### config.mk
export PLATFORM = sky130hd
export DESIGN_NAME = mp2d_queue
export DESIGN_NICKNAME = d
export VERILOG_FILES = /design/src/sv/mp2d_queue.sv
export SDC_FILE = /design/constraint.sdc
export NUM_CORES = 1
export LEC_CHECK = 0
export BUFFER_PORTS_ARGS = -buffer_cell sky130_fd_sc_hd__buf_4
export CORE_ASPECT_RATIO = 1.75
export CORE_UTILIZATION = 53
export CTS_CLUSTER_SIZE = 25
export DETAILED_ROUTE_END_ITERATION = 10
export PLACE_DENSITY = 0.74
export SLEW_MARGIN = 20
export SYNTH_ARGS = -nofsm -noshare
export SYNTH_HDL_FRONTEND = slang
export SYNTH_SLANG_ARGS = --single-unit
### constraint.sdc
create_clock -name clk_i -period 3.14 [get_ports clk_i]
set_input_delay 0.314 -clock clk_i [delete_from_list [all_inputs] [get_ports clk_i]]
set_output_delay 0.314 -clock clk_i [all_outputs]
set_load 0.02 [all_outputs]
### src/sv/mp2d_queue.sv
// ----------------------------------------------------------------------------
// mp2d_queue
// Small register FIFO between the front end and the back end.
// ----------------------------------------------------------------------------
`default_nettype none

module mp2d_queue #(
  parameter int unsigned WIDTH = 64,
  parameter int unsigned DEPTH = 4
) (
  input  wire logic             clk_i,
  input  wire logic             rst_ni,
  input  wire logic             push_i,
  input  wire logic [WIDTH-1:0] wdata_i,
  input  wire logic             pop_i,
  output logic      [WIDTH-1:0] rdata_o,
  output logic                  full_o,
  output logic                  empty_o
);

  localparam int unsigned PW = (DEPTH > 1) ? $clog2(DEPTH) : 1;
  localparam int unsigned CW = $clog2(DEPTH + 1);

  logic [WIDTH-1:0] slot_q [DEPTH];
  logic [PW-1:0]    wptr_q, wptr_d, rptr_q, rptr_d;
  logic [CW-1:0]    count_q, count_d;
  logic             do_push, do_pop;

  assign full_o  = (count_q == CW'(DEPTH));
  assign empty_o = (count_q == '0);
  assign do_push = push_i && !full_o;
  assign do_pop  = pop_i && !empty_o;
  assign rdata_o = slot_q[rptr_q];

  always_comb begin
    wptr_d  = wptr_q;
    rptr_d  = rptr_q;
    count_d = count_q;
    if (do_push) begin
      wptr_d = (wptr_q == PW'(DEPTH - 1)) ? '0 : wptr_q + PW'(1);
    end
    if (do_pop) begin
      rptr_d = (rptr_q == PW'(DEPTH - 1)) ? '0 : rptr_q + PW'(1);
    end
    case ({do_push, do_pop})
      2'b10:   count_d = count_q + CW'(1);
      2'b01:   count_d = count_q - CW'(1);
      default: count_d = count_q;
    endcase
  end

  always_ff @(posedge clk_i or negedge rst_ni) begin
    if (!rst_ni) begin
      wptr_q  <= '0;
      rptr_q  <= '0;
      count_q <= '0;
    end else begin
      wptr_q  <= wptr_d;
      rptr_q  <= rptr_d;
      count_q <= count_d;
    end
  end

  always_ff @(posedge clk_i) begin
    if (do_push) begin
      slot_q[wptr_q] <= wdata_i;
    end
  end

`ifndef SYNTHESIS
  a_no_overflow: assert property (@(posedge clk_i) disable iff (!rst_ni)
    push_i |-> !full_o)
    else $error("queue pushed while full");
`endif

endmodule

`default_nettype wire

==> results.md <==
- The critical path is of the reg -> out type.
- The number of nets handed over by synthesis was 449.
- The switching power share of the total is a little under a third.
- For the pin with the worst max-slew slack, the measured transition is about 0.7 ns.
- The setup slack at placement is about 0.74 ns.
- The clock skew after layout is 0.006669 ns.
- Leaving out fill and tap cells, the most frequent cells in the layout are 256 x sky130_fd_sc_hd__edfxtp_1, 134 x sky130_fd_sc_hd__buf_4, 64 x sky130_fd_sc_hd__mux4_2.
- The sequential element share of the synthesized area is 81.22%.
- The die is about 180 um tall.
- In this run the horizontal extent of the chip is about 100 um.
- After the last flow step, the layout net total stands at 632.
- The flow ran to the end, and the final reports show no timing, DRC or antenna violations.
- In the routed layout, each cell is associated on average with a via count of ~5.4.
- For this design the total switching power over the nets is between 3 and 4 mW.
- The area of the placeable core is around 0.018 mm2.
- The nature of the critical path endpoint is an output pin.
- The total die area is between 0.015 and 0.02 mm2.
- The count of buffers added on input and output ports is 133.
- The number of iterations in the first detailed-routing pass is 4.
- The number of gates given a new drive strength after cts is 0.
- The DRC violations left is 0.
- The filler cells instantiated in the layout total 1152.
- The wire-length estimate of the detail-placed layout is 10980 um.
- The unique cell type count in the Yosys netlist is 21.
- The most critical setup path has its startpoint at rptr_q[0].
- The number of warning messages in the yosys log is 0.
- The later pin in the worst-skew pair is clocked with a latency of approximately 0.5 ns.
- For met1 alone, demand over resource in global routing was 22.47%.
- The maximum number of pins on one net before global-route repair is 41.
- The count of pins over their slew limit is 0.
- Setup repair after global routing left no endpoint under its margin.
- CTS built an H-tree with a depth of 1.
- The largest fanout on the critical path is 36.
- Dividing the detail-routed wire length by the instance count gives 21.88 um.
- The first global-routing pass estimated ~27000 um of wire.
- The number of buffers inserted during clock tree synthesis is 23.
- The worst-case IR drop observed on VDD is approximately 0.00065 V.
- Sequential cells account for between 40% and 50% of the total power.
- For this run, global-route usage on met3 was measured as 3.463%.
- In this run the power density over the cells is ~950 mW/mm2.
- The congestion estimate from routability-driven global placement came to 0.7919.
- In this run the static leakage power is between 4 and 5 nW.
- For this run, the top clock speed supported by timing is between 300 and 400 MHz.
- The CTS sink count is approximately 260.
- The total of endpoints with negative setup slack in the final report is 0.
- The worst min-delay path class is in -> reg.
- The category of the worst setup path launch point is a flop.
- The synthesized area per cell is roughly 26 um2.
- For the worst setup path, the data required time is around 2.8 ns.
- After routing, the total negative slack on setup checks comes to 0 ns.
- The most frequent standard cell in the layout excluding fill and tap cells is sky130_fd_sc_hd__edfxtp_1.
- The start of the worst register-to-register path is count_q[2].
- The initial antenna violation count is 0.
- TritonCTS built the clock tree.
- Of the cells placed in the final design, the portion with a size suffix greater than 1 is roughly 43%.
- After floorplanning, the core was divided into 65 placement rows.
- The met2 track demand over resource is 35.36%.
- The initial utilization of the core area, before any placement, comes to 53.86%.
- The max capacitance violation total is 0.
- The clock transition at the register clock pins on the worst setup and hold paths after CTS is ~0.070 ns.
- The routed wire length is roughly 18000 um.
- The worst pin sits at a relative slew slack of a little over half.
- The synthesized design contains 263 register bits.
- The time the final worst path needs with I/O delays and setup is around 2.8 ns.
- The internal portion of the total power is approximately 7.9 mW.
- After the first detailed-routing iteration, the DRC count stood at 167.
- Setup slack on the critical path of the routed design comes to ~0.31 ns.
- No sink is reached through more buffers than the 3 on the longest clock path.
- The relative contribution of the clock network to total power is 22.6%.
- The sum of overflow across all layers after global routing is 0.
- CTS placed an instance of sky130_fd_sc_hd__clkbuf_16 at the clock tree root.
- The via count of the first global-routing pass is around 4800.
- In this run the cell area of the synthesized design comes to 0.009681 mm2.
- The count of final hold-check violations came to 0.
- For the worst setup path, the data arrival time is approximately 2.5 ns.
- 134 I/O pins were placed.
- The number of instances in the synthesized netlist is 374.
- Detailed routing inserted a total of roughly 4400 vias.
- Of the available clock period, the critical path in the final layout requires 90.24%.
- The residual antenna-violating net count after detailed routing is 0.
- Global routing used just under 20% of the available tracks.
- The worst hold path begins at wdata_i[53].
- The number of antenna cells inserted is 0.
- Per report_power, the combinational group accounts for ~33% of the total.
- Compared with the post-synthesis result, the final layout area differs by 24.09%.
- The layer with the highest usage after global routing is met2.
## metal layers
metal  up-vias  routed length [um]
met3        31                 759
li1       1956                   -
met4         0                 580
met5         -                   0
met2       110                9891
met1      2284                6405
## critical path, cell delays in order, from the launching register on
cell and delay, ns:
sky130_fd_sc_hd__dfrtp_4 0.90, sky130_fd_sc_hd__buf_4 0.38, sky130_fd_sc_hd__mux4_2 0.55, sky130_fd_sc_hd__buf_4 0.17
## cells in the mapped netlist
cell type,n,area (um2)
sky130_fd_sc_hd__edfxtp_1,256,7687
sky130_fd_sc_hd__mux4_2,64,1441
sky130_fd_sc_hd__dfrtp_1,7,175.2
sky130_fd_sc_hd__inv_1,7,26.28
sky130_fd_sc_hd__buf_2,6,30.03
sky130_fd_sc_hd__ha_1,6,75.07
sky130_fd_sc_hd__buf_6,5,56.30
sky130_fd_sc_hd__and2_1,4,25.02
sky130_fd_sc_hd__nor2_1,3,11.26
sky130_fd_sc_hd__buf_4,2,15.01
sky130_fd_sc_hd__mux2_1,2,22.52
sky130_fd_sc_hd__mux2_2,2,22.52
sky130_fd_sc_hd__xor2_1,2,17.52
sky130_fd_sc_hd__clkbuf_1,1,3.750
sky130_fd_sc_hd__fa_1,1,20.02
sky130_fd_sc_hd__mux2i_1,1,10.01
sky130_fd_sc_hd__nand2b_1,1,6.260
sky130_fd_sc_hd__nor2b_2,1,8.760
sky130_fd_sc_hd__nor3_1,1,5.000
sky130_fd_sc_hd__nor3b_2,1,12.51
sky130_fd_sc_hd__xnor2_1,1,8.760
## logic make-up (layout without fill, tap and decap cells)
| kind of cell | after synthesis | after routing | share of synthesized area, % |
|---|---|---|---|
| flip-flops | 263 | 263 | 81.22 |
| adder cells (fa/ha/maj) | 7 | 7 | 0.9823 |
| multiplexers | 69 | 69 | 15.46 |
| buffers and inverters | 21 | 219 | 1.357 |
| XOR/XNOR | 3 | 3 | 0.2715 |
| AND/OR/NAND/NOR | 11 | 11 | 0.7108 |
## timing repair
action | CTS | global route
setup endpoints to repair | 0 | 0
buffers inserted | 0 | 0
endpoints found under the hold margin | 111 | 2
hold buffers | 31 | 1
## final cells by class
type	count	area, um2	share of cell area, %
Clock inverter	16	101.3	0.8437
Timing Repair Buffer	172	1446	12.04
Tap cell	234	292.8	2.437
Sequential cell	263	7870	65.51
Multi-Input combinational cell	90	1697	14.12
Clock buffer	24	579.3	4.822
Inverter	7	26.28	0.2187
## sequential cells by signal, indices dropped and copies added, names as in the netlist
name,count
slot_q,256
wptr_q,2
rptr_q,2
count_q,3
## stage by stage
step                      utilization, %  total power [mW]  hold WS (ns)  cells  area, um2
after floorplan                        -             7.437       0.01841    374       9681
after global placement             61.27             8.826        0.1272    734      11010
after detailed placement           61.27             8.936        0.1313    734      11010
after CTS                          66.78             11.54     0.0002060    805      12000
after global routing               66.84             11.89     0.0001486    806      12010
final                              66.84             11.40       0.01710    806      12010
## worst paths after layout
check / end / slack (ns) / depth (start not counted)
worst max-delay path: rdata_o[41] / 0.31 / 3
worst min-delay path: slot_q[2][53] / 0.02 / 1
worst max register to register: slot_q[0][25] / 1.04 / 4
worst min register to register: count_q[2] / 0.50 / 1
max in group asynchronous: rptr_q[1] / 2.84 / 2
min in group asynchronous: wptr_q[0] / 0.17 / 2
## power groups by stage
stage	Sequential, mW	Combinational [mW]	Clock (mW)
floorplan	4.86	2.58	0
global placement	5.10	3.72	0
detailed placement	5.17	3.77	0
CTS	5.10	3.81	2.63
global route	5.16	3.97	2.75
finish	5.08	3.75	2.57
Power figures use the tool's default switching activity.
