===== config.mk =====
export PLATFORM = sky130hd
export DESIGN_NAME = mp2d_back_flat
export DESIGN_NICKNAME = d
export VERILOG_FILES = /design/src/sv/mp2d_pkg.sv /design/src/sv/mp2d_if.sv /design/src/sv/mp2d_back.sv /design/src/flat_wrapper.sv
export SDC_FILE = /design/constraint.sdc
export NUM_CORES = 1
export LEC_CHECK = 0
export ABC_CLOCK_PERIOD_IN_PS = 6500
export BUFFER_PORTS_ARGS = -buffer_cell sky130_fd_sc_hd__buf_2
export CORE_UTILIZATION = 45
export CTS_CLUSTER_SIZE = 25
export DETAILED_ROUTE_END_ITERATION = 8
export PLACE_DENSITY_LB_ADDON = 0.05
export SYNTH_ARGS = -nofsm -noshare
export SYNTH_HDL_FRONTEND = slang
export SYNTH_SLANG_ARGS = --single-unit

===== constraint.sdc =====
create_clock -name clk_i -period 6.5 [get_ports clk_i]
set_clock_uncertainty 0.2 [all_clocks]
set_input_delay 0.325 -clock clk_i [delete_from_list [all_inputs] [get_ports clk_i]]
set_output_delay 0.325 -clock clk_i [all_outputs]
set_load 0.05 [all_outputs]

===== src/sv/mp2d_pkg.sv =====
// ----------------------------------------------------------------------------
// mp2d_pkg
// Shared types, register indexes and window helpers for the 2-D max pool.
// ----------------------------------------------------------------------------
`default_nettype none

package mp2d_pkg;

  localparam int unsigned SIZE_W    = 9;   // plane sizes and pixel positions
  localparam int unsigned UE_W      = 10;  // unclipped window end, one past last
  localparam int unsigned IDX_W     = 9;   // pooled row / column index
  localparam int unsigned WIN_W     = 4;
  localparam int unsigned PAD_W     = 3;
  localparam int unsigned CFG_W     = 9;
  localparam int unsigned CFG_IDX_W = 3;
  localparam int unsigned MAX_STRIDE = 8;

  localparam logic [CFG_IDX_W-1:0] REG_WIN_H    = 3'd0;
  localparam logic [CFG_IDX_W-1:0] REG_WIN_W    = 3'd1;
  localparam logic [CFG_IDX_W-1:0] REG_STRIDE_R = 3'd2;
  localparam logic [CFG_IDX_W-1:0] REG_STRIDE_C = 3'd3;
  localparam logic [CFG_IDX_W-1:0] REG_PAD_R    = 3'd4;
  localparam logic [CFG_IDX_W-1:0] REG_PAD_C    = 3'd5;
  localparam logic [CFG_IDX_W-1:0] REG_PLANE_H  = 3'd6;
  localparam logic [CFG_IDX_W-1:0] REG_PLANE_W  = 3'd7;

  // Effective (clamped) configuration
  typedef struct packed {
    logic [WIN_W-1:0]  win_h;
    logic [WIN_W-1:0]  win_w;
    logic [WIN_W-1:0]  stride_r;
    logic [WIN_W-1:0]  stride_c;
    logic [PAD_W-1:0]  pad_r;
    logic [PAD_W-1:0]  pad_c;
    logic [SIZE_W-1:0] plane_h;
    logic [SIZE_W-1:0] plane_w;
  } cfg_t;

  // One accepted pixel as seen by the back end
  typedef struct packed {
    logic [SIZE_W-1:0] row;
    logic [SIZE_W-1:0] col;
    logic [IDX_W-1:0]  k_row;
    logic [UE_W-1:0]   end_row;
    logic [IDX_W-1:0]  k_col;
    logic [UE_W-1:0]   end_col;
  } task_t;

  // Window with unclipped end ue (exclusive) exists and clips to end at pos.
  function automatic logic closes(input logic [UE_W-1:0]   ue,
                                  input logic [SIZE_W-1:0] pos,
                                  input logic [SIZE_W-1:0] size,
                                  input logic [PAD_W-1:0]  pad);
    logic [UE_W-1:0] lim;
    logic [UE_W-1:0] e;
    lim = UE_W'(size) + UE_W'(pad);
    e   = (ue > UE_W'(size)) ? UE_W'(size) : ue;
    return (ue <= lim) && (e == UE_W'(pos) + UE_W'(1));
  endfunction

  // Unclipped end of the first window
  function automatic logic [UE_W-1:0] first_end(input logic [WIN_W-1:0] win,
                                                input logic [PAD_W-1:0] pad);
    return UE_W'(win) - UE_W'(pad);
  endfunction

endpackage

`default_nettype wire


===== src/sv/mp2d_if.sv =====
// ----------------------------------------------------------------------------
// mp2d_if
// Valid/ready channels for pixels in and pooled results out.
// ----------------------------------------------------------------------------
`default_nettype none


interface mp2d_res_if #(
  parameter int unsigned DATA_WIDTH = 16
) ();
  logic                         valid;
  logic                         ready;
  logic signed [DATA_WIDTH-1:0] max_value;
  logic [8:0]                   out_row;
  logic [8:0]                   out_col;
  logic                         last;

  modport source (output valid, output max_value, output out_row, output out_col,
                  output last, input ready);
  modport sink   (input valid, input max_value, input out_row, input out_col,
                  input last, output ready);
endinterface

`default_nettype wire


===== src/sv/mp2d_back.sv =====
// ----------------------------------------------------------------------------
// mp2d_back
// Walks the windows closed by one pixel in pooled raster order, scans each
// clipped window out of the line store and emits its maximum.
// ----------------------------------------------------------------------------
`default_nettype none

module mp2d_back #(
  parameter int unsigned DATA_WIDTH = 16,
  parameter int unsigned PITCH      = 256,
  parameter int unsigned NSLOT      = 16
) (
  input  wire logic                      clk_i,
  input  wire logic                      rst_ni,
  input  wire mp2d_pkg::cfg_t            cfg_i,
  input  wire logic                      q_empty_i,
  input  wire mp2d_pkg::task_t           q_task_i,
  input  wire logic [$clog2(NSLOT)-1:0]  q_slot_i,
  output logic                           q_pop_o,
  output logic [$clog2(NSLOT*PITCH)-1:0] ram_raddr_o,
  input  wire logic [DATA_WIDTH-1:0]     ram_rdata_i,
  mp2d_res_if.source                     res_out
);

  localparam int unsigned SLW = $clog2(NSLOT);
  localparam int unsigned XW  = $clog2(PITCH);

  localparam logic [2:0] B_IDLE  = 3'd0;
  localparam logic [2:0] B_START = 3'd1;
  localparam logic [2:0] B_SCAN  = 3'd2;
  localparam logic [2:0] B_FIN   = 3'd3;
  localparam logic [2:0] B_EMIT  = 3'd4;

  logic [2:0]                   state_q, state_d;
  logic [mp2d_pkg::IDX_W-1:0]   ka_q, ka_d, kb_q, kb_d;
  logic [mp2d_pkg::UE_W-1:0]    ea_q, ea_d, eb_q, eb_d, rs, cs, ea_nx, eb_nx;
  logic [mp2d_pkg::WIN_W-1:0]   d_q, d_d, dmax_q, dmax_d;
  logic [mp2d_pkg::SIZE_W-1:0]  x_q, x_d, cs_q, cs_d;
  logic signed [DATA_WIDTH-1:0] best_q, best_d, rdata_s, acc;
  logic                         rdv_q, rdv_d;
  logic                         out_v_q, out_v_d, out_free, load;
  logic signed [DATA_WIDTH-1:0] max_q;
  logic [mp2d_pkg::IDX_W-1:0]   orow_q, ocol_q;
  logic                         last_q, more_c, more_r;

  assign rdata_s  = ram_rdata_i;
  assign acc      = (rdv_q && (rdata_s > best_q)) ? rdata_s : best_q;
  assign rs       = (ea_q >= mp2d_pkg::UE_W'(cfg_i.win_h)) ?
                    ea_q - mp2d_pkg::UE_W'(cfg_i.win_h) : '0;
  assign cs       = (eb_q >= mp2d_pkg::UE_W'(cfg_i.win_w)) ?
                    eb_q - mp2d_pkg::UE_W'(cfg_i.win_w) : '0;
  assign ea_nx    = ea_q + mp2d_pkg::UE_W'(cfg_i.stride_r);
  assign eb_nx    = eb_q + mp2d_pkg::UE_W'(cfg_i.stride_c);
  assign more_c   = mp2d_pkg::closes(eb_nx, q_task_i.col, cfg_i.plane_w, cfg_i.pad_c);
  assign more_r   = mp2d_pkg::closes(ea_nx, q_task_i.row, cfg_i.plane_h, cfg_i.pad_r);
  assign out_free = !out_v_q || res_out.ready;

  // row d back from the newest row lives d slots below it
  assign ram_raddr_o = {q_slot_i - SLW'(d_q), XW'(x_q)};

  always_comb begin
    state_d = state_q;
    ka_d    = ka_q;
    kb_d    = kb_q;
    ea_d    = ea_q;
    eb_d    = eb_q;
    d_d     = d_q;
    dmax_d  = dmax_q;
    x_d     = x_q;
    cs_d    = cs_q;
    best_d  = acc;
    rdv_d   = 1'b0;
    q_pop_o = 1'b0;
    load    = 1'b0;
    case (state_q)
      B_IDLE: begin
        if (!q_empty_i) begin
          if (mp2d_pkg::closes(q_task_i.end_row, q_task_i.row, cfg_i.plane_h,
                               cfg_i.pad_r) &&
              mp2d_pkg::closes(q_task_i.end_col, q_task_i.col, cfg_i.plane_w,
                               cfg_i.pad_c)) begin
            ka_d    = q_task_i.k_row;
            ea_d    = q_task_i.end_row;
            kb_d    = q_task_i.k_col;
            eb_d    = q_task_i.end_col;
            state_d = B_START;
          end else begin
            q_pop_o = 1'b1;
          end
        end
      end
      B_START: begin
        dmax_d  = mp2d_pkg::WIN_W'(mp2d_pkg::UE_W'(q_task_i.row) - rs);
        cs_d    = mp2d_pkg::SIZE_W'(cs);
        x_d     = mp2d_pkg::SIZE_W'(cs);
        d_d     = '0;
        best_d  = {1'b1, {(DATA_WIDTH-1){1'b0}}};
        state_d = B_SCAN;
      end
      B_SCAN: begin
        rdv_d = 1'b1;
        if (x_q == q_task_i.col) begin
          x_d = cs_q;
          if (d_q == dmax_q) begin
            state_d = B_FIN;
          end else begin
            d_d = d_q + mp2d_pkg::WIN_W'(1);
          end
        end else begin
          x_d = x_q + mp2d_pkg::SIZE_W'(1);
        end
      end
      B_FIN: begin
        state_d = B_EMIT;
      end
      B_EMIT: begin
        if (out_free) begin
          load = 1'b1;
          if (more_c) begin
            kb_d    = kb_q + mp2d_pkg::IDX_W'(1);
            eb_d    = eb_nx;
            state_d = B_START;
          end else if (more_r) begin
            ka_d    = ka_q + mp2d_pkg::IDX_W'(1);
            ea_d    = ea_nx;
            kb_d    = q_task_i.k_col;
            eb_d    = q_task_i.end_col;
            state_d = B_START;
          end else begin
            q_pop_o = 1'b1;
            state_d = B_IDLE;
          end
        end
      end
      default: state_d = B_IDLE;
    endcase
    out_v_d = load ? 1'b1 : (res_out.ready ? 1'b0 : out_v_q);
  end

  always_ff @(posedge clk_i or negedge rst_ni) begin
    if (!rst_ni) begin
      state_q <= B_IDLE;
      rdv_q   <= 1'b0;
      out_v_q <= 1'b0;
    end else begin
      state_q <= state_d;
      rdv_q   <= rdv_d;
      out_v_q <= out_v_d;
    end
  end

  always_ff @(posedge clk_i) begin
    ka_q   <= ka_d;
    kb_q   <= kb_d;
    ea_q   <= ea_d;
    eb_q   <= eb_d;
    d_q    <= d_d;
    dmax_q <= dmax_d;
    x_q    <= x_d;
    cs_q   <= cs_d;
    best_q <= best_d;
    if (load) begin
      max_q  <= best_q;
      orow_q <= ka_q;
      ocol_q <= kb_q;
      last_q <= !more_c && !more_r;
    end
  end

  assign res_out.valid     = out_v_q;
  assign res_out.max_value = max_q;
  assign res_out.out_row   = orow_q;
  assign res_out.out_col   = ocol_q;
  assign res_out.last      = last_q;

`ifndef SYNTHESIS
  a_read_follows_scan: assert property (@(posedge clk_i) disable iff (!rst_ni)
    rdv_q |-> ($past(state_q) == B_SCAN))
    else $error("read data flagged without a scan cycle");
  a_row_in_window: assert property (@(posedge clk_i) disable iff (!rst_ni)
    (state_q == B_SCAN) |-> (d_q <= dmax_q))
    else $error("scan row beyond window");
  a_pop_on_done: assert property (@(posedge clk_i) disable iff (!rst_ni)
    q_pop_o |-> (state_q == B_IDLE || state_q == B_EMIT))
    else $error("task released mid-window");
  a_load_free: assert property (@(posedge clk_i) disable iff (!rst_ni)
    load |-> out_free)
    else $error("result overwritten before transaction");
`endif

endmodule

`default_nettype wire


===== src/flat_wrapper.sv =====
// flat-port wrapper written by rule: the top's interface ports become plain ports
module mp2d_back_flat 
#(
  parameter int unsigned DATA_WIDTH = 16,
  parameter int unsigned PITCH      = 256,
  parameter int unsigned NSLOT      = 16
)
  (clk_i, rst_ni, cfg_i, q_empty_i, q_task_i, q_slot_i, q_pop_o, ram_raddr_o, ram_rdata_i, res_out_valid, res_out_max_value, res_out_out_row, res_out_out_col, res_out_last, res_out_ready);
  mp2d_res_if #(.DATA_WIDTH(DATA_WIDTH)) res_out_i ();
  input  wire logic clk_i;
  input  wire logic rst_ni;
  input  wire mp2d_pkg::cfg_t cfg_i;
  input  wire logic q_empty_i;
  input  wire mp2d_pkg::task_t q_task_i;
  input  wire logic [$clog2(NSLOT)-1:0] q_slot_i;
  output logic q_pop_o;
  output logic [$clog2(NSLOT*PITCH)-1:0] ram_raddr_o;
  input  wire logic [DATA_WIDTH-1:0] ram_rdata_i;
  output wire logic [$bits(res_out_i.valid)-1:0] res_out_valid;
  output wire logic [$bits(res_out_i.max_value)-1:0] res_out_max_value;
  output wire logic [$bits(res_out_i.out_row)-1:0] res_out_out_row;
  output wire logic [$bits(res_out_i.out_col)-1:0] res_out_out_col;
  output wire logic [$bits(res_out_i.last)-1:0] res_out_last;
  input wire logic [$bits(res_out_i.ready)-1:0] res_out_ready;
  assign res_out_valid = res_out_i.valid;
  assign res_out_max_value = res_out_i.max_value;
  assign res_out_out_row = res_out_i.out_row;
  assign res_out_out_col = res_out_i.out_col;
  assign res_out_last = res_out_i.last;
  assign res_out_i.ready = res_out_ready;
  mp2d_back #(.DATA_WIDTH(DATA_WIDTH), .PITCH(PITCH), .NSLOT(NSLOT)) u_core (.clk_i(clk_i), .rst_ni(rst_ni), .cfg_i(cfg_i), .q_empty_i(q_empty_i), .q_task_i(q_task_i), .q_slot_i(q_slot_i), .q_pop_o(q_pop_o), .ram_raddr_o(ram_raddr_o), .ram_rdata_i(ram_rdata_i), .res_out(res_out_i));
endmodule

==> results.cfg <==
[yosys]
synth-seq-area-share_pct = 34.48
synthArstFlopShare_pct = 4.167
syn_avg_cell_area_um2 = 9.653
synth_compound_area_share_pct = 11.55
synthMuxAreaShare_pct = 6.576
synth_top_area_share_pct = 29.99
synth_cells = 1027
ys_ff_latch = 120
synth_xor_area_share_pct = 10.60
synthSimpleGateAreaFrac_pct = 14.21
synth_flop_cell = edfxtp_1
synth_top_family_by_area = adder cells
synth_edf_count = 99
synthAdderAreaFrac_pct = 17.52
netlist_area_um2 = 9913
yosysTopAreaCell = edfxtp_1
yosys.cell_types.count = 63
synth_fp_nets = 1281
yosysWarningCount = 0
yosys-top-cells-area = edfxtp_1, ha_1, xnor2_1

[finish]
fillCellCount = 1958
final_cell_count_no_fill = 1503
drive_gt1_share_pct = 19.23
nNetsFinal = 1468
layout_common_cells = buf_2, ha_1, edfxtp_1, inv_1, nor2_1
mostFrequentLayoutCell = buf_2
final_area_um2 = 11840
area_growth_pct = 19.45

[run_status]
status = complete, no violations

[sta]
finalCritPeriodShare_pct = 84.33
rsz0062_at_grt = false
hold_viol_final = 0
finalSetupViolCount = 0
drv_slew = 0
max_freq_mhz = 182.4
period_minus_slack_ps = 5481
setup_tns_ps = 0
tightestPinTransition_ps = 1174
timing.hold.ws_ps = 13.87
slew_headroom_pct = 21.27

[worst_setup_path]
critPathRequiredTime_ps = 5970
slowest_stage = xnor2_1
path_delay_family = compound AO/OA/AOI/OAI gates
path_cells = ha_1, o21ai_0, o21ai_1, nand4_1, xnor2_1, ha_1, a211oi_1, o2111a_1, o31ai_1, buf_4, mux2i_1, xnor2_1, nand4_1, nor3_1, nand2b_1, o22ai_1, buf_2
cpPeakStageDelay_ps = 440
crit_type = flop to output pin
cp_max_fo = 9
start_kind = flop
worst_ep_arrival_time_ps = 4960
crit_buf_inv = 2
endpoint_kind = output pin

[floorplan]
die_h_um = 150.4
ios = 169
fp.dieArea_um2 = 22630
start_util_pct = 46.57
row_count = 53
coreArea_um2 = 21290
fp.dieW_um = 150.4

[hold_path]
min_path_type = input pin to flop

[placed_design]
io_buffers = 168
placed_cells = 1449
gp_congestion = 0.9121
dp_hpwl_um = 20350
placed_area_um2 = 11030

[global_route]
grt.overflow.total = 0
grt_pass1_wl_um = 40600
grt_antenna_before_repair = 0
grt_max_degree = 37
grt_pass1_vias = 7851
grt_use_total_pct = 23.60

[detailed_routing]
drc = 0
wl_per_cell_um = 17.12
vias = 8069
drt_iter0_markers = 429
viasPerCell = 5.369
drtAntennaViolNets = 0
wirelength_um = 25730
first_pass_iters = 5

[cts]
worst_skew_pair.late_latency_ps = 420
ctsResizeCount = 0
cts_tree = yes
cts_root_buffer = clkbuf_16
cts_buffer_depth = 2
clkTransAtPathRegs_ps = 60
cts_max_level = 4
clock-sinks = 120
cts.hold.buffers_added = 21
cts_setup_buffers = 0
cts_buffers = 17

[power_and_ir_drop]
pwr_density_cell_nw_per_um2 = 220.4
peakVddDrop_v = 0.0001669
p_leak_uw = 0.005372

[run]
drv_cap = 0
[cell usage after synthesis, types with 12 or more instances]
cell type,instances
nand2_1,72
clkbuf_1,12
edfxtp_1,99
nor3_1,21
dfxtp_1,16
ha_1,126
mux2_2,16
nor2_1,90
nand4_1,33
mux2i_1,46
o21ai_0,37
nand3_1,29
a21o_1,29
a21oi_1,56
inv_1,91
xor2_1,46
xnor2_1,74
[state kept, by name, indices dropped and copies added (netlist names)]
name,count
u_core.eb_q,10
u_core.x_q,9
u_core.d_q,4
u_core.rdv_q,1
u_core.kb_q,9
u_core.res_out.max_value,16
u_core.dmax_q,4
u_core.ka_q,9
u_core.res_out.out_row,9
u_core.res_out.last,1
u_core.ea_q,10
u_core.res_out.valid,1
u_core.state_q,3
u_core.cs_q,9
u_core.best_q,16
u_core.res_out.out_col,9
[cell type report]
| cell class | instances | area [um2] | area share, % |
|---|---|---|---|
| timing repair buffer | 196 | 1104 | 9.320 |
| clock inverter | 14 | 172.7 | 1.458 |
| tap | 275 | 344.1 | 2.906 |
| multi-input combinational | 788 | 6030 | 50.92 |
| sequential | 120 | 3418 | 28.87 |
| antenna | 1 | 2.502 | 0.02113 |
| clock buffer | 18 | 429.2 | 3.624 |
| inverter | 91 | 341.6 | 2.885 |
[kinds of logic after synthesis]
family,after synthesis
buffers and inverters,119
XOR/XNOR,120
AND/OR/NAND/NOR,293
AO/OA/AOI/OAI,178
multiplexers,63
adder cells (fa/ha/maj),134
flip-flops,120
[path summary, 6_finish.rpt]
kind,startpoint,to,slack [ps],cells after the start
worst max register to register,u_core.ea_q[0],u_core.ka_q[6],1020,18
min in group asynchronous,rst_ni,u_core.rdv_q,110,2
worst max-delay path,u_core.eb_q[2],q_pop_o,1020,17
worst min-delay path,q_task_i[36],u_core.ka_q[7],10,3
max in group asynchronous,rst_ni,u_core.res_out.valid,5850,2
worst min register to register,u_core.best_q[10],u_core.res_out.max_value[10],260,0
[where the power goes]
group / switching [uW] / internal, uW / leakage (uW) / total (uW)
Clock: 358 / 606 / 0.000293 / 963
Sequential: 52.3 / 915 / 0.00109 / 967
Combinational: 379 / 301 / 0.00399 / 680
Total: 789 / 1820 / 0.00537 / 2610
[per-layer routing]
metal  share of wire [%]  global-route usage [%]
met1                  48                   32.16
met2                  46                   38.41
met3                 4.9                   3.788
met4                 1.8                   6.818
met5                   0                       0
[metrics by stage]
stage / worst slack (ps) / utilization [%] / total power [uW]
2_1_floorplan: 911.2 / - / 1463
3_3_place_gp: 1098 / 51.80 / 1640
6_report: 1019 / 55.63 / 2610
3_5_place_dp: 1008 / 51.80 / 1652
4_1_cts: 985.2 / 55.62 / 2630
5_1_grt: 617.7 / 55.62 / 2764
[worst reg2reg max path, stage by stage, from the launching register on]
cell	delay (ps)
edfxtp_1	350
ha_1	190
inv_1	60
fa_1	400
nor2b_1	120
o21ai_0	150
nand2_1	120
xor2_1	420
ha_1	340
and4_1	220
o21ai_0	80
o2111ai_1	140
a31o_2	370
mux2i_1	230
xnor2_1	140
nand4_1	120
nor4_2	440
inv_1	110
o21ai_2	860
No activity file was read; power rests on OpenSTA's default activity.
