==> src/sv/mp2d_pkg.sv <==
// ----------------------------------------------------------------------------
// mp2d_pkg
// Shared types, register indexes and window helpers for the 2-D max pool.
// ----------------------------------------------------------------------------
`default_nettype none

package mp2d_pkg;

  localparam int unsigned SIZE_W    = 9;   // plane sizes and pixel positions
  localparam int unsigned UE_W      = 10;  // unclipped window end, one past last
  localparam int unsigned IDX_W     = 9;   // pooled row / column index
  localparam int unsigned WIN_W     = 4;
  localparam int unsigned PAD_W     = 3;
  localparam int unsigned CFG_W     = 9;
  localparam int unsigned CFG_IDX_W = 3;
  localparam int unsigned MAX_STRIDE = 8;

  localparam logic [CFG_IDX_W-1:0] REG_WIN_H    = 3'd0;
  localparam logic [CFG_IDX_W-1:0] REG_WIN_W    = 3'd1;
  localparam logic [CFG_IDX_W-1:0] REG_STRIDE_R = 3'd2;
  localparam logic [CFG_IDX_W-1:0] REG_STRIDE_C = 3'd3;
  localparam logic [CFG_IDX_W-1:0] REG_PAD_R    = 3'd4;
  localparam logic [CFG_IDX_W-1:0] REG_PAD_C    = 3'd5;
  localparam logic [CFG_IDX_W-1:0] REG_PLANE_H  = 3'd6;
  localparam logic [CFG_IDX_W-1:0] REG_PLANE_W  = 3'd7;

  // Effective (clamped) configuration
  typedef struct packed {
    logic [WIN_W-1:0]  win_h;
    logic [WIN_W-1:0]  win_w;
    logic [WIN_W-1:0]  stride_r;
    logic [WIN_W-1:0]  stride_c;
    logic [PAD_W-1:0]  pad_r;
    logic [PAD_W-1:0]  pad_c;
    logic [SIZE_W-1:0] plane_h;
    logic [SIZE_W-1:0] plane_w;
  } cfg_t;

  // One accepted pixel as seen by the back end
  typedef struct packed {
    logic [SIZE_W-1:0] row;
    logic [SIZE_W-1:0] col;
    logic [IDX_W-1:0]  k_row;
    logic [UE_W-1:0]   end_row;
    logic [IDX_W-1:0]  k_col;
    logic [UE_W-1:0]   end_col;
  } task_t;

  // Window with unclipped end ue (exclusive) exists and clips to end at pos.
  function automatic logic closes(input logic [UE_W-1:0]   ue,
                                  input logic [SIZE_W-1:0] pos,
                                  input logic [SIZE_W-1:0] size,
                                  input logic [PAD_W-1:0]  pad);
    logic [UE_W-1:0] lim;
    logic [UE_W-1:0] e;
    lim = UE_W'(size) + UE_W'(pad);
    e   = (ue > UE_W'(size)) ? UE_W'(size) : ue;
    return (ue <= lim) && (e == UE_W'(pos) + UE_W'(1));
  endfunction

  // Unclipped end of the first window
  function automatic logic [UE_W-1:0] first_end(input logic [WIN_W-1:0] win,
                                                input logic [PAD_W-1:0] pad);
    return UE_W'(win) - UE_W'(pad);
  endfunction

endpackage

`default_nettype wire

==> src/sv/mp2d_if.sv <==
// ----------------------------------------------------------------------------
// mp2d_if
// Valid/ready channels for pixels in and pooled results out.
// ----------------------------------------------------------------------------
`default_nettype none

interface mp2d_pix_if #(
  parameter int unsigned DATA_WIDTH = 16
) ();
  logic                         valid;
  logic                         ready;
  logic signed [DATA_WIDTH-1:0] pixel;

  modport source (output valid, output pixel, input ready);
  modport sink   (input valid, input pixel, output ready);
endinterface


`default_nettype wire

==> src/sv/mp2d_front.sv <==
// ----------------------------------------------------------------------------
// mp2d_front
// Takes pixels, tracks row/column position and the next closing window on
// each axis, writes the line store and queues one task per pixel.
// ----------------------------------------------------------------------------
`default_nettype none

module mp2d_front #(
  parameter int unsigned DATA_WIDTH = 16,
  parameter int unsigned PITCH      = 256,
  parameter int unsigned NSLOT      = 16
) (
  input  wire logic                   clk_i,
  input  wire logic                   rst_ni,
  input  wire mp2d_pkg::cfg_t         cfg_i,
  input  wire logic                   cfg_wr_i,
  mp2d_pix_if.sink                    pix_in,
  input  wire logic                   q_full_i,
  output logic                        push_o,
  output mp2d_pkg::task_t             task_o,
  output logic [$clog2(NSLOT)-1:0]    slot_o,
  output logic                        ram_we_o,
  output logic [$clog2(NSLOT*PITCH)-1:0] ram_waddr_o,
  output logic [DATA_WIDTH-1:0]       ram_wdata_o
);

  localparam int unsigned SLW = $clog2(NSLOT);
  localparam int unsigned XW  = $clog2(PITCH);

  localparam logic [1:0] F_RUN  = 2'd0;
  localparam logic [1:0] F_WRAP = 2'd1;
  localparam logic [1:0] F_SEEK = 2'd2;

  logic [1:0]                  state_q, state_d;
  logic                        resync_q, resync_d;
  logic [mp2d_pkg::SIZE_W-1:0] row_q, row_d, col_q, col_d, row_inc;
  logic [SLW-1:0]              slot_q, slot_d;
  logic [mp2d_pkg::IDX_W-1:0]  kr_q, kr_d, kc_q, kc_d;
  logic [mp2d_pkg::UE_W-1:0]   er_q, er_d, ec_q, ec_d, er0, ec0;
  logic                        accept, col_last, row_last, col_wrap, row_wrap;
  logic                        seek_r, seek_c;

  assign er0      = mp2d_pkg::first_end(cfg_i.win_h, cfg_i.pad_r);
  assign ec0      = mp2d_pkg::first_end(cfg_i.win_w, cfg_i.pad_c);
  assign col_last = (col_q == cfg_i.plane_w - mp2d_pkg::SIZE_W'(1));
  assign row_last = (row_q == cfg_i.plane_h - mp2d_pkg::SIZE_W'(1));
  // position correction after a size change
  assign col_wrap = (col_q >= cfg_i.plane_w);
  assign row_inc  = col_wrap ? row_q + mp2d_pkg::SIZE_W'(1) : row_q;
  assign row_wrap = (row_inc >= cfg_i.plane_h);
  assign seek_r   = (er_q <= mp2d_pkg::UE_W'(row_q));
  assign seek_c   = (ec_q <= mp2d_pkg::UE_W'(col_q));

  assign pix_in.ready = (state_q == F_RUN) && !resync_q && !q_full_i;
  assign accept       = pix_in.valid && pix_in.ready;

  assign push_o         = accept;
  assign task_o.row     = row_q;
  assign task_o.col     = col_q;
  assign task_o.k_row   = kr_q;
  assign task_o.end_row = er_q;
  assign task_o.k_col   = kc_q;
  assign task_o.end_col = ec_q;
  assign slot_o         = slot_q;
  assign ram_we_o       = accept;
  assign ram_waddr_o    = {slot_q, XW'(col_q)};
  assign ram_wdata_o    = pix_in.pixel;

  always_comb begin
    state_d  = state_q;
    resync_d = resync_q;
    row_d    = row_q;
    col_d    = col_q;
    slot_d   = slot_q;
    kr_d     = kr_q;
    er_d     = er_q;
    kc_d     = kc_q;
    ec_d     = ec_q;
    case (state_q)
      F_RUN: begin
        if (accept) begin
          if (col_last) begin
            col_d  = '0;
            slot_d = slot_q + SLW'(1);
            kc_d   = '0;
            ec_d   = ec0;
            if (row_last) begin
              row_d = '0;
              kr_d  = '0;
              er_d  = er0;
            end else begin
              row_d = row_q + mp2d_pkg::SIZE_W'(1);
              if (mp2d_pkg::closes(er_q, row_q, cfg_i.plane_h, cfg_i.pad_r)) begin
                kr_d = kr_q + mp2d_pkg::IDX_W'(1);
                er_d = er_q + mp2d_pkg::UE_W'(cfg_i.stride_r);
              end
            end
          end else begin
            col_d = col_q + mp2d_pkg::SIZE_W'(1);
            if (mp2d_pkg::closes(ec_q, col_q, cfg_i.plane_w, cfg_i.pad_c)) begin
              kc_d = kc_q + mp2d_pkg::IDX_W'(1);
              ec_d = ec_q + mp2d_pkg::UE_W'(cfg_i.stride_c);
            end
          end
        end else if (resync_q && pix_in.valid) begin
          state_d = F_WRAP;
        end
      end
      F_WRAP: begin
        resync_d = 1'b0;
        if (col_wrap) begin
          col_d = '0;
        end
        row_d = row_wrap ? '0 : row_inc;
        if (col_wrap || row_wrap) begin
          slot_d = slot_q + SLW'(1);
        end
        kr_d    = '0;
        er_d    = er0;
        kc_d    = '0;
        ec_d    = ec0;
        state_d = F_SEEK;
      end
      F_SEEK: begin
        // walk both axes up to the first window still open at this position
        if (seek_r) begin
          kr_d = kr_q + mp2d_pkg::IDX_W'(1);
          er_d = er_q + mp2d_pkg::UE_W'(cfg_i.stride_r);
        end
        if (seek_c) begin
          kc_d = kc_q + mp2d_pkg::IDX_W'(1);
          ec_d = ec_q + mp2d_pkg::UE_W'(cfg_i.stride_c);
        end
        if (!seek_r && !seek_c) begin
          state_d = F_RUN;
        end
      end
      default: state_d = F_RUN;
    endcase
    if (cfg_wr_i) begin
      resync_d = 1'b1;
    end
  end

  always_ff @(posedge clk_i or negedge rst_ni) begin
    if (!rst_ni) begin
      state_q  <= F_RUN;
      resync_q <= 1'b1;
      row_q    <= '0;
      col_q    <= '0;
      slot_q   <= '0;
      kr_q     <= '0;
      er_q     <= '0;
      kc_q     <= '0;
      ec_q     <= '0;
    end else begin
      state_q  <= state_d;
      resync_q <= resync_d;
      row_q    <= row_d;
      col_q    <= col_d;
      slot_q   <= slot_d;
      kr_q     <= kr_d;
      er_q     <= er_d;
      kc_q     <= kc_d;
      ec_q     <= ec_d;
    end
  end

endmodule

`default_nettype wire

==> src/flat_wrapper.sv <==
// flat-port wrapper written by rule: the top's interface ports become plain ports
module mp2d_front_flat 
#(
  parameter int unsigned DATA_WIDTH = 16,
  parameter int unsigned PITCH      = 256,
  parameter int unsigned NSLOT      = 16
)
  (clk_i, rst_ni, cfg_i, cfg_wr_i, q_full_i, push_o, task_o, slot_o, ram_we_o, ram_waddr_o, ram_wdata_o, pix_in_valid, pix_in_pixel, pix_in_ready);
  mp2d_pix_if #(.DATA_WIDTH(DATA_WIDTH)) pix_in_i ();
  input  wire logic clk_i;
  input  wire logic rst_ni;
  input  wire mp2d_pkg::cfg_t cfg_i;
  input  wire logic cfg_wr_i;
  input  wire logic q_full_i;
  output logic push_o;
  output mp2d_pkg::task_t task_o;
  output logic [$clog2(NSLOT)-1:0] slot_o;
  output logic ram_we_o;
  output logic [$clog2(NSLOT*PITCH)-1:0] ram_waddr_o;
  output logic [DATA_WIDTH-1:0] ram_wdata_o;
  input wire logic [$bits(pix_in_i.valid)-1:0] pix_in_valid;
  input wire logic [$bits(pix_in_i.pixel)-1:0] pix_in_pixel;
  output wire logic [$bits(pix_in_i.ready)-1:0] pix_in_ready;
  assign pix_in_i.valid = pix_in_valid;
  assign pix_in_i.pixel = pix_in_pixel;
  assign pix_in_ready = pix_in_i.ready;
  mp2d_front #(.DATA_WIDTH(DATA_WIDTH), .PITCH(PITCH), .NSLOT(NSLOT)) u_core (.clk_i(clk_i), .rst_ni(rst_ni), .cfg_i(cfg_i), .cfg_wr_i(cfg_wr_i), .pix_in(pix_in_i), .q_full_i(q_full_i), .push_o(push_o), .task_o(task_o), .slot_o(slot_o), .ram_we_o(ram_we_o), .ram_waddr_o(ram_waddr_o), .ram_wdata_o(ram_wdata_o));
endmodule
==> config.mk <==
export PLATFORM = sky130hd
export DESIGN_NAME = mp2d_front_flat
export DESIGN_NICKNAME = d
export VERILOG_FILES = /design/src/sv/mp2d_pkg.sv /design/src/sv/mp2d_if.sv /design/src/sv/mp2d_front.sv /design/src/flat_wrapper.sv
export SDC_FILE = /design/constraint.sdc
export NUM_CORES = 1
export LEC_CHECK = 0
export BUFFER_PORTS_ARGS = -buffer_cell sky130_fd_sc_hd__buf_2
export CORE_UTILIZATION = 45
export DETAILED_ROUTE_END_ITERATION = 10
export PLACE_DENSITY = 0.76
export SLEW_MARGIN = 20
export SYNTH_ARGS = -nofsm -noshare
export SYNTH_HDL_FRONTEND = slang
export SYNTH_SLANG_ARGS = --single-unit
export TNS_END_PERCENT = 20
==> constraint.sdc <==
create_clock -name clk_i -period 4.2 [get_ports clk_i]
set_clock_uncertainty 0.05 [all_clocks]
set_input_delay 0.84 -clock clk_i [delete_from_list [all_inputs] [get_ports clk_i]]
set_output_delay 0.84 -clock clk_i [all_outputs]
set_load 0.005 [all_outputs]
==> flow_summary.yaml, run 1 <==
global_route:
  grt_pass1_wl_mm: 36.9
  grtUsageTotal: 0.259
  grt_pass1_vias: 7340
  antenna_found_initial: 0
  grt_max_degree: 41
  grt-ovfl-total: 0
routing:
  wl_met1_mm: 10.2
  wl_met2_mm: 10.3
  vias_per_cell: 5.86
  wirelength_mm: 22.6
  drtPass1Iterations: 5
  wl_per_cell_um: 17.4
  drt_iter0_drc: 486
  route.met3.wl_mm: 1.33
  num_vias: 7618
  drc: 0
  ant_nets: 0
  highest_layer: "met4"
timing:
  period_minus_slack_ns: 4.23
  setup_viol: 2
  slew_headroom: 0.506
  rsz0062_at_grt: "true"
  whs_ns: 0.426
  max_clock_freq_mhz: 236
  slew_violations: 0
  final-hold-violation-count: 0
  worstMarginPinSlew_ns: 0.738
  fin_crit_sh: 1.01
  setup_tns_ns: -0.0345
  fin_ws_ns: -0.0290
synth:
  synth_commonest_cells: "ha_1, nand2_1, o21ai_0, xnor2_1, inv_1"
  synth_top_area_cell: "dfrtp_1"
  yosysMostFrequentCell: "ha_1"
  synth_area_leaders: "dfrtp_1, ha_1, xnor2_1, o21ai_0, nand2_1"
  synth_area_per_cell_um2: 8.44
  synth_edf_count: 0
  synth_nets: 1098
  netlist.area_leader.share: 0.198
  synthFlopType: "dfrtp_1"
  synth_seq_area_share: 0.202
  ys_seq_elements: 63
  yosysWarnings: 0
  syn_inst: 926
  async_reset_ff_frac: 1.00
  synth_area_um2: 7820
  synth_cell_types: 83
cells_and_area:
  final_net_count: 1248
  regArea_um2: 1580
  multiInputGateArea_um2: 5700
  drive_gt1_frac: 0.253
  syn_to_final_growth_pct: 20.5
  nFillCells: 1505
  utilization: 0.562
  postLayoutCellArea_um2: 9420
  fin_cells: 1301
  antenna_cells: 0
clock_tree:
  cts-root-to-sink-buffers: 2
  path_clk_slew_ns: 0.06
  cts.sinks: 63
  cts-root-buf: "clkbuf_16"
  htree_levels: 3
  cts_tree: "done"
  cts_hold_buffers: 0
  cts_made_buffers: 9
  worstSkewPairLatency_ns: 0.34
die:
  dieArea_um2: 17900
  fp.coreArea_um2: 16800
  die_y_um: 134
  ioPinCount: 152
  start_util: 0.466
  row_count: 47
  die-width_um: 134
run:
  drv_cap: 0
power_and_ir_drop:
  swShare: 0.473
  clockPowerShare: 0.137
  p_switching_mw: 2.55
  power_density_nw_per_um2: 573
  pwr-share-comb: 0.658
  power_mw: 5.40
  p_leak_nw: 4.53
  p_int_mw: 2.85
  power_frac_seq: 0.205
  ir_drop_uv: 333
place:
  place.gp.congestion: 0.924
  pre_cts_ws_ns: -0.461
  place_inst: 1280
  dpl.hpwl_mm: 17.5
  placed_cell_area_um2: 8910
  portBuffers: 119
status:
  status: "finished with violations"
  violations: "setup timing"
worst_setup_path:
  worstPathArrival_ns: 4.43
  cp_slowest_cell: "or4_4"
  cp_cell_sequence: "buf_4 -> ha_4 -> a21o_1 -> a21oi_4 -> or4_4 -> ha_4 -> and4_1 -> a31o_1 -> a221o_1 -> a221oi_2 -> a41o_1 -> nand3_2 -> nor4_4 -> a31oi_4 -> or2_4 -> o31ai_2"
  critPathMaxStageDelay_ns: 0.44
  cp.required_ns: 4.41
  critPathCaptureType: "flop"
  setup.worst_path.start_class: "input pin"
  cp_max_fo: 8
  worstSetupPathType: "in2reg"
  crit_top_cell: "ha_4"
worst_hold_path:
  min_path_type: "in2async"
## cells in the final DEF (no fill, tap or decap), drive strengths merged, types with 3 or more instances in the layout
cell,count
o21a,8
xnor2,70
a21oi,47
nand2,73
o31ai,8
a311oi,4
ha,105
nand2b,9
nor3,13
a31oi,9
mux2i,23
inv,69
o22ai,4
xor2,13
nand3,29
fa,6
o31a,13
o21ai,80
mux2,7
buf,204
nor2,57
nand4b,3
o2bb2ai,12
and3,9
a211oi,10
and4,5
dfrtp,62
or4,6
clkbuf,14
or3,10
a21o,21
nor2b,10
clkinv,3
nand4,14
nor4,8
o211ai,7
a22o,3
## registers in the layout, summed over array words and instances (netlist names)
register	count
u_core.ec_q	10
u_core.row_q	9
u_core.kc_q	9
u_core.slot_o	4
u_core.kr_q	9
u_core.col_q	9
u_core.state_q	2
u_core.er_q	10
u_core.resync_q	1
## logic make-up after synthesis
kind of cell,count (synthesis),share of synthesized area
fa+ha+maj,111,0.183
compound gates,247,0.217
simple gates,256,0.174
flops,63,0.202
xor+xnor,83,0.0940
mux,30,0.0419
buf+inv,136,0.0880
## power by group through the flow
stage | clock (mW) | combinational, mW | sequential [mW]
global route | 0.776 | 3.95 | 1.13
finish | 0.740 | 3.55 | 1.10
global placement | 0 | 3.25 | 1.09
detailed placement | 0 | 3.34 | 1.10
CTS | 0.749 | 3.39 | 1.09
floorplan | 0 | 2.37 | 1.02
## worst paths after layout
| kind | end | slack, ns | cells past startpoint | from |
|---|---|---|---|---|
| hold reg to reg | u_core.kr_q[8] | 0.46 | 1 | u_core.kr_q[8] |
| min in group clk_i | u_core.kr_q[8] | 0.46 | 1 | u_core.kr_q[8] |
| setup / recovery | u_core.kr_q[7] | -0.03 | 16 | cfg_i[10] |
| max in group asynchronous | u_core.resync_q | 2.70 | 2 | rst_ni |
| hold / removal | u_core.ec_q[6] | 0.43 | 1 | rst_ni |
| setup reg to reg | u_core.row_q[2] | 0.54 | 20 | u_core.col_q[0] |
## what timing repair did
item	4_1_cts	5_1_grt
gates resized for setup	3	43
setup endpoints to repair	14	50
cloned	0	1
buffers inserted	0	4
pin swaps	0	22
## layer usage
metal,vias to the layer above,track usage
met5,-,0
met4,0,0.120
met3,60,0.0427
met2,279,0.408
met1,3657,0.347
li1,3622,-
## worst max-delay path: cells and delay by family
| kind | cells | cell delay [ns] |
|---|---|---|
| adder cells (fa/ha/maj) | 2 | 0.48 |
| AND/OR/NAND/NOR | 5 | 1.40 |
| AO/OA/AOI/OAI | 8 | 1.57 |
| buffers and inverters | 1 | 0.14 |
## layout make-up
| class | count | share of cell area |
|---|---|---|
| clock buffer | 13 | 0.0255 |
| sequential | 63 | 0.168 |
| multi-input combinational | 727 | 0.605 |
| inverter | 70 | 0.0282 |
| tap | 220 | 0.0292 |
| clock inverter | 3 | 0.00465 |
| timing repair buffer | 205 | 0.140 |
Note: power is estimated with default switching activity, not from simulation.
==> run 2: changes to the inputs <==
--- a/config.mk
+++ b/config.mk
@@ -5,10 +5,12 @@
 export SDC_FILE = /design/constraint.sdc
 export NUM_CORES = 1
 export LEC_CHECK = 0
-export BUFFER_PORTS_ARGS = -buffer_cell sky130_fd_sc_hd__buf_2
+export CORE_MARGIN = 8
 export CORE_UTILIZATION = 45
 export DETAILED_ROUTE_END_ITERATION = 10
-export PLACE_DENSITY = 0.76
+export DONT_BUFFER_PORTS = 1
+export GPL_ROUTABILITY_DRIVEN = 0
+export PLACE_DENSITY = 0.69
 export SLEW_MARGIN = 20
 export SYNTH_ARGS = -nofsm -noshare
 export SYNTH_HDL_FRONTEND = slang
==> flow_summary.yaml, run 2 (synthesis results as in run 1) <==
worst_setup_path:
  worstPathArrival_ns: 4.26
  cp_cell_sequence: "ha_1 -> a21o_1 -> a21oi_2 -> or4_4 -> ha_4 -> and4_1 -> a31o_1 -> a221o_1 -> a221oi_2 -> a41o_1 -> nand3_2 -> nor4_4 -> a31oi_4 -> or2_4 -> o31ai_4"
  cp_max_fo: 8
  cp_slowest_cell: "or4_4"
  cp.required_ns: 4.42
  critPathMaxStageDelay_ns: 0.55
  worstSetupPathType: "in2reg"
  path_delay_family: "simple AND/OR/NAND/NOR gates"
  worst-path-buf-inv: 0
  setup.worst_path.start_class: "input pin"
  critPathCaptureType: "flop"
die:
  row_count: 48
  dieArea_um2: 21800
  start_util: 0.457
  ioPinCount: 152
  die_y_um: 148
  die-width_um: 148
  fp.coreArea_um2: 17100
clock_tree:
  cts-root-buf: "clkbuf_16"
  worstSkewPairLatency_ns: 0.35
  cts_made_buffers: 9
  path_clk_slew_ns: 0.07
  cts_tree: "done"
  cts-root-to-sink-buffers: 2
  cts.sinks: 63
  htree_levels: 3
cells_and_area:
  nFillCells: 1634
  syn_to_final_growth_pct: 10.3
  postLayoutCellArea_um2: 8620
  drive_gt1_frac: 0.145
  antenna_cells: 0
  layout_commonest_cell: "ha_1"
  final_net_count: 1112
  final_cell_mix: "ha_1, nand2_1, xnor2_1, inv_1, buf_4"
  utilization: 0.504
  reg_top3: "u_core.ec_q x10, u_core.er_q x10"
worst_hold_path:
  min_path_type: "in2async"
routing:
  drt_iter0_drc: 530
  ant_nets: 0
  vias_per_cell: 5.98
  wirelength_mm: 23.8
  wl_per_cell_um: 20.3
  num_vias: 6987
  drtPass1Iterations: 4
  drc: 0
power_and_ir_drop:
  p_leak_nw: 3.86
  ir_drop_uv: 337
  power_density_nw_per_um2: 592
global_route:
  grtUsageTotal: 0.213
  grt_pass1_vias: 6816
  grt-ovfl-total: 0
  antenna_found_initial: 0
  grt_pass1_wl_mm: 37.1
  grt_max_degree: 64
timing:
  slew_violations: 0
  period_minus_slack_ns: 4.05
  whs_ns: 0.131
  fin_crit_sh: 0.963
  max_clock_freq_mhz: 247
  worstMarginPinSlew_ns: 1.08
  setup_viol: 0
  fin_ws_ns: 0.154
  slew_headroom: 0.277
  final-hold-violation-count: 0
place:
  pre_cts_ws_ns: -0.372
  dpl.hpwl_mm: 18.1
  portBuffers: 0
  placed_cell_area_um2: 8200
status:
  status: "finished clean"
run:
  drv_cap: 0
==> run 2: final timing paths <==
kind	from	slack, ns	to	cells after the start
worst min-delay path	rst_ni	0.13	u_core.kr_q[7]	0
max in group asynchronous	rst_ni	3.75	u_core.resync_q	0
worst min register to register	u_core.kc_q[8]	0.51	u_core.kc_q[8]	1
worst max-delay path	cfg_i[10]	0.15	u_core.kr_q[7]	15
worst max register to register	u_core.col_q[0]	0.42	u_core.slot_o[3]	18
min in group clk_i	u_core.kc_q[8]	0.51	u_core.kc_q[8]	1
==> run 2: worst reg2reg max path: cells and delay by family, from the launching register on <==
kind | cells | cell delay, ns
AO/OA/AOI/OAI | 11 | 2.12
XOR/XNOR | 1 | 0.14
flip-flops | 1 | 0.37
adder cells (fa/ha/maj) | 2 | 0.53
AND/OR/NAND/NOR | 3 | 0.37
buffers and inverters | 1 | 0.08
==> run 2: repair_timing <==
item                                   CTS  global route
setup buffers                            0             2
endpoints found under the hold margin    0             0
setup endpoints to repair                0            28
hold buffers                             0             0
gates resized for setup                  0            30
==> run 2: cell type report <==
type                       instances  area (um2)  share of cell area
clock buffer                       9         225              0.0261
clock inverter                     6        46.3             0.00537
multi-input combinational        728        5700               0.661
tap                              225         282              0.0326
timing repair buffer              68         531              0.0615
sequential                        63        1580               0.183
inverter                          70         265              0.0308
==> run 2: power by group <==
group / switching, mW / leakage [nW] / internal, mW
sequential: 0.291 / 0.834 / 0.775
combinational: 1.93 / 2.89 / 1.41
clock: 0.301 / 0.128 / 0.399
total: 2.52 / 3.86 / 2.59
==> run 2: routing by layer <==
metal / track usage / vias to the layer above / wire length [um]
met5: 0 / - / 0
met4: 0.0811 / 0 / 680
met3: 0.0523 / 44 / 1610
met2: 0.346 / 224 / 10900
li1: - / 3353 / -
met1: 0.268 / 3366 / 10500
==> run 2: metrics by stage <==
stage,setup TNS [ns],cells,total power [mW]
floorplan,0,926,3.40
global placement,-2.60,1150,4.18
detailed placement,-6.61,1150,4.26
CTS,0,1165,4.98
global route,-0.0513,1169,5.55
finish,0,1169,5.10
==> run 3: changes to the inputs <==
--- a/config.mk
+++ b/config.mk
@@ -10,7 +10,6 @@
 export DETAILED_ROUTE_END_ITERATION = 10
 export DONT_BUFFER_PORTS = 1
 export GPL_ROUTABILITY_DRIVEN = 0
-export PLACE_DENSITY = 0.69
 export SLEW_MARGIN = 20
 export SYNTH_ARGS = -nofsm -noshare
 export SYNTH_HDL_FRONTEND = slang
==> flow_summary.yaml, run 3 (synthesis results as in run 1) <==
clock_tree:
  cts-root-buf: "clkbuf_16"
  cts_made_buffers: 9
  cts.sinks: 63
  htree_levels: 3
  path_clk_slew_ns: 0.06
  worstSkewPairLatency_ns: 0.34
  cts_tree: "done"
  cts-root-to-sink-buffers: 2
routing:
  drtPass1Iterations: 5
  vias_per_cell: 5.86
  ant_nets: 0
  route.met3.wl_mm: 1.69
  highest_layer: "met4"
  wl_per_cell_um: 20.6
  num_vias: 6918
  drt_iter0_drc: 433
  wirelength_mm: 24.3
  wl_met1_mm: 10.9
  drc: 0
  wl_met2_mm: 11.3
worst_hold_path:
  min_path_type: "in2async"
cells_and_area:
  syn_to_final_growth_pct: 10.6
  final_cell_mix: "ha_1, buf_4, nand2_1, xnor2_1, inv_1"
  layout_commonest_cell: "ha_1"
  final_net_count: 1121
  reg_top3: "u_core.ec_q x10, u_core.er_q x10"
  drive_gt1_frac: 0.150
worst_setup_path:
  crit_top_cell: "ha_1"
  worstPathArrival_ns: 4.32
  cp.required_ns: 4.41
  critPathCaptureType: "flop"
  worstSetupPathType: "in2reg"
  critPathMaxStageDelay_ns: 0.43
  r2r-start: "u_core.col_q[0]"
  startpoint: "cfg_i[10]"
  cp_max_fo: 8
  cp_cell_sequence: "ha_1 -> a21o_1 -> a21oi_1 -> or4_1 -> ha_1 -> and4_1 -> a31o_1 -> a221o_1 -> a221oi_2 -> a41o_1 -> nand3_2 -> nor4_4 -> a31oi_4 -> or2_4 -> o31ai_2"
  cp_slowest_cell: "or4_1"
  setup.worst_path.start_class: "input pin"
global_route:
  antenna_found_initial: 0
  grt_pass1_wl_mm: 38.0
  grtUsageTotal: 0.218
  grt-ovfl-total: 0
  grt_pass1_vias: 6834
  grt_max_degree: 64
timing:
  setup_viol: 0
  slew_headroom: 0.247
  max_clock_freq_mhz: 243
  worstMarginPinSlew_ns: 1.13
  fin_crit_sh: 0.978
  slew_violations: 0
  rsz0062_at_grt: "true"
  period_minus_slack_ns: 4.11
  setup_tns_ns: 0
  fin_ws_ns: 0.0910
  final-hold-violation-count: 0
die:
  dieArea_um2: 21800
  ioPinCount: 152
  row_count: 48
  fp.coreArea_um2: 17100
  die-width_um: 148
  die_y_um: 148
  start_util: 0.457
power_and_ir_drop:
  p_leak_nw: 3.91
  power_density_nw_per_um2: 601
  ir_drop_uv: 315
place:
  pre_cts_ws_ns: -0.314
  dpl.hpwl_mm: 18.6
  portBuffers: 0
run:
  drv_cap: 0
status:
  status: "finished clean"
run 3: per-stage QoR:
step                hold slack, ns  std cells  instance area [um2]  power [mW]  utilization
floorplan                    0.420        926                 7850        3.40            -
finish                       0.147       1180                 8650        5.19        0.505
global placement             0.477       1160                 8270        4.25        0.483
global route                 0.131       1179                 8650        5.63        0.505
CTS                          0.137       1176                 8570        5.09        0.501
detailed placement           0.482       1160                 8270        4.28        0.483
run 3: power breakdown:
group | internal (mW) | switching (mW)
combinational | 1.43 | 1.95
sequential | 0.775 | 0.267
clock | 0.478 | 0.299
run 3: timing repair:
item                                   4_1_cts  5_1_grt
buffers inserted                             0        1
hold buffers                                 0        0
gates resized for setup                      0       19
setup endpoints to repair                    0       30
endpoints found under the hold margin        0        0
run 3: final timing paths:
path	to	slack, ns	depth (start not counted)
min in group clk_i	u_core.kc_q[8]	0.49	1
max in group asynchronous	u_core.resync_q	3.75	0
worst min register to register	u_core.kc_q[8]	0.49	1
worst max-delay path	u_core.kr_q[7]	0.09	15
worst min-delay path	u_core.row_q[7]	0.15	0
worst max register to register	u_core.row_q[2]	0.39	20
run 3: final cells by class:
| type | count | area [um2] |
|---|---|---|
| repair buffers | 78 | 584 |
| inverters | 70 | 265 |
| clock inverters | 6 | 68.8 |
| well taps | 225 | 282 |
| fillers | 1658 | 8470 |
| clock buffers | 10 | 239 |
| multi-input cells | 727 | 5630 |
| flip-flops and latches | 63 | 1580 |
| diodes | 1 | 2.50 |
run 3: critical path, delay by kind of cell:
family | cells | cell delay (ns)
compound gates | 8 | 1.49
fa+ha+maj | 2 | 0.58
simple gates | 5 | 1.40
run 3: layer usage:
metal  global-route usage  vias to the layer above
met5                    0                        -
met4               0.0632                        0
met3               0.0483                       34
met2                0.354                      227
met1                0.285                     3303
li1                     -                     3354
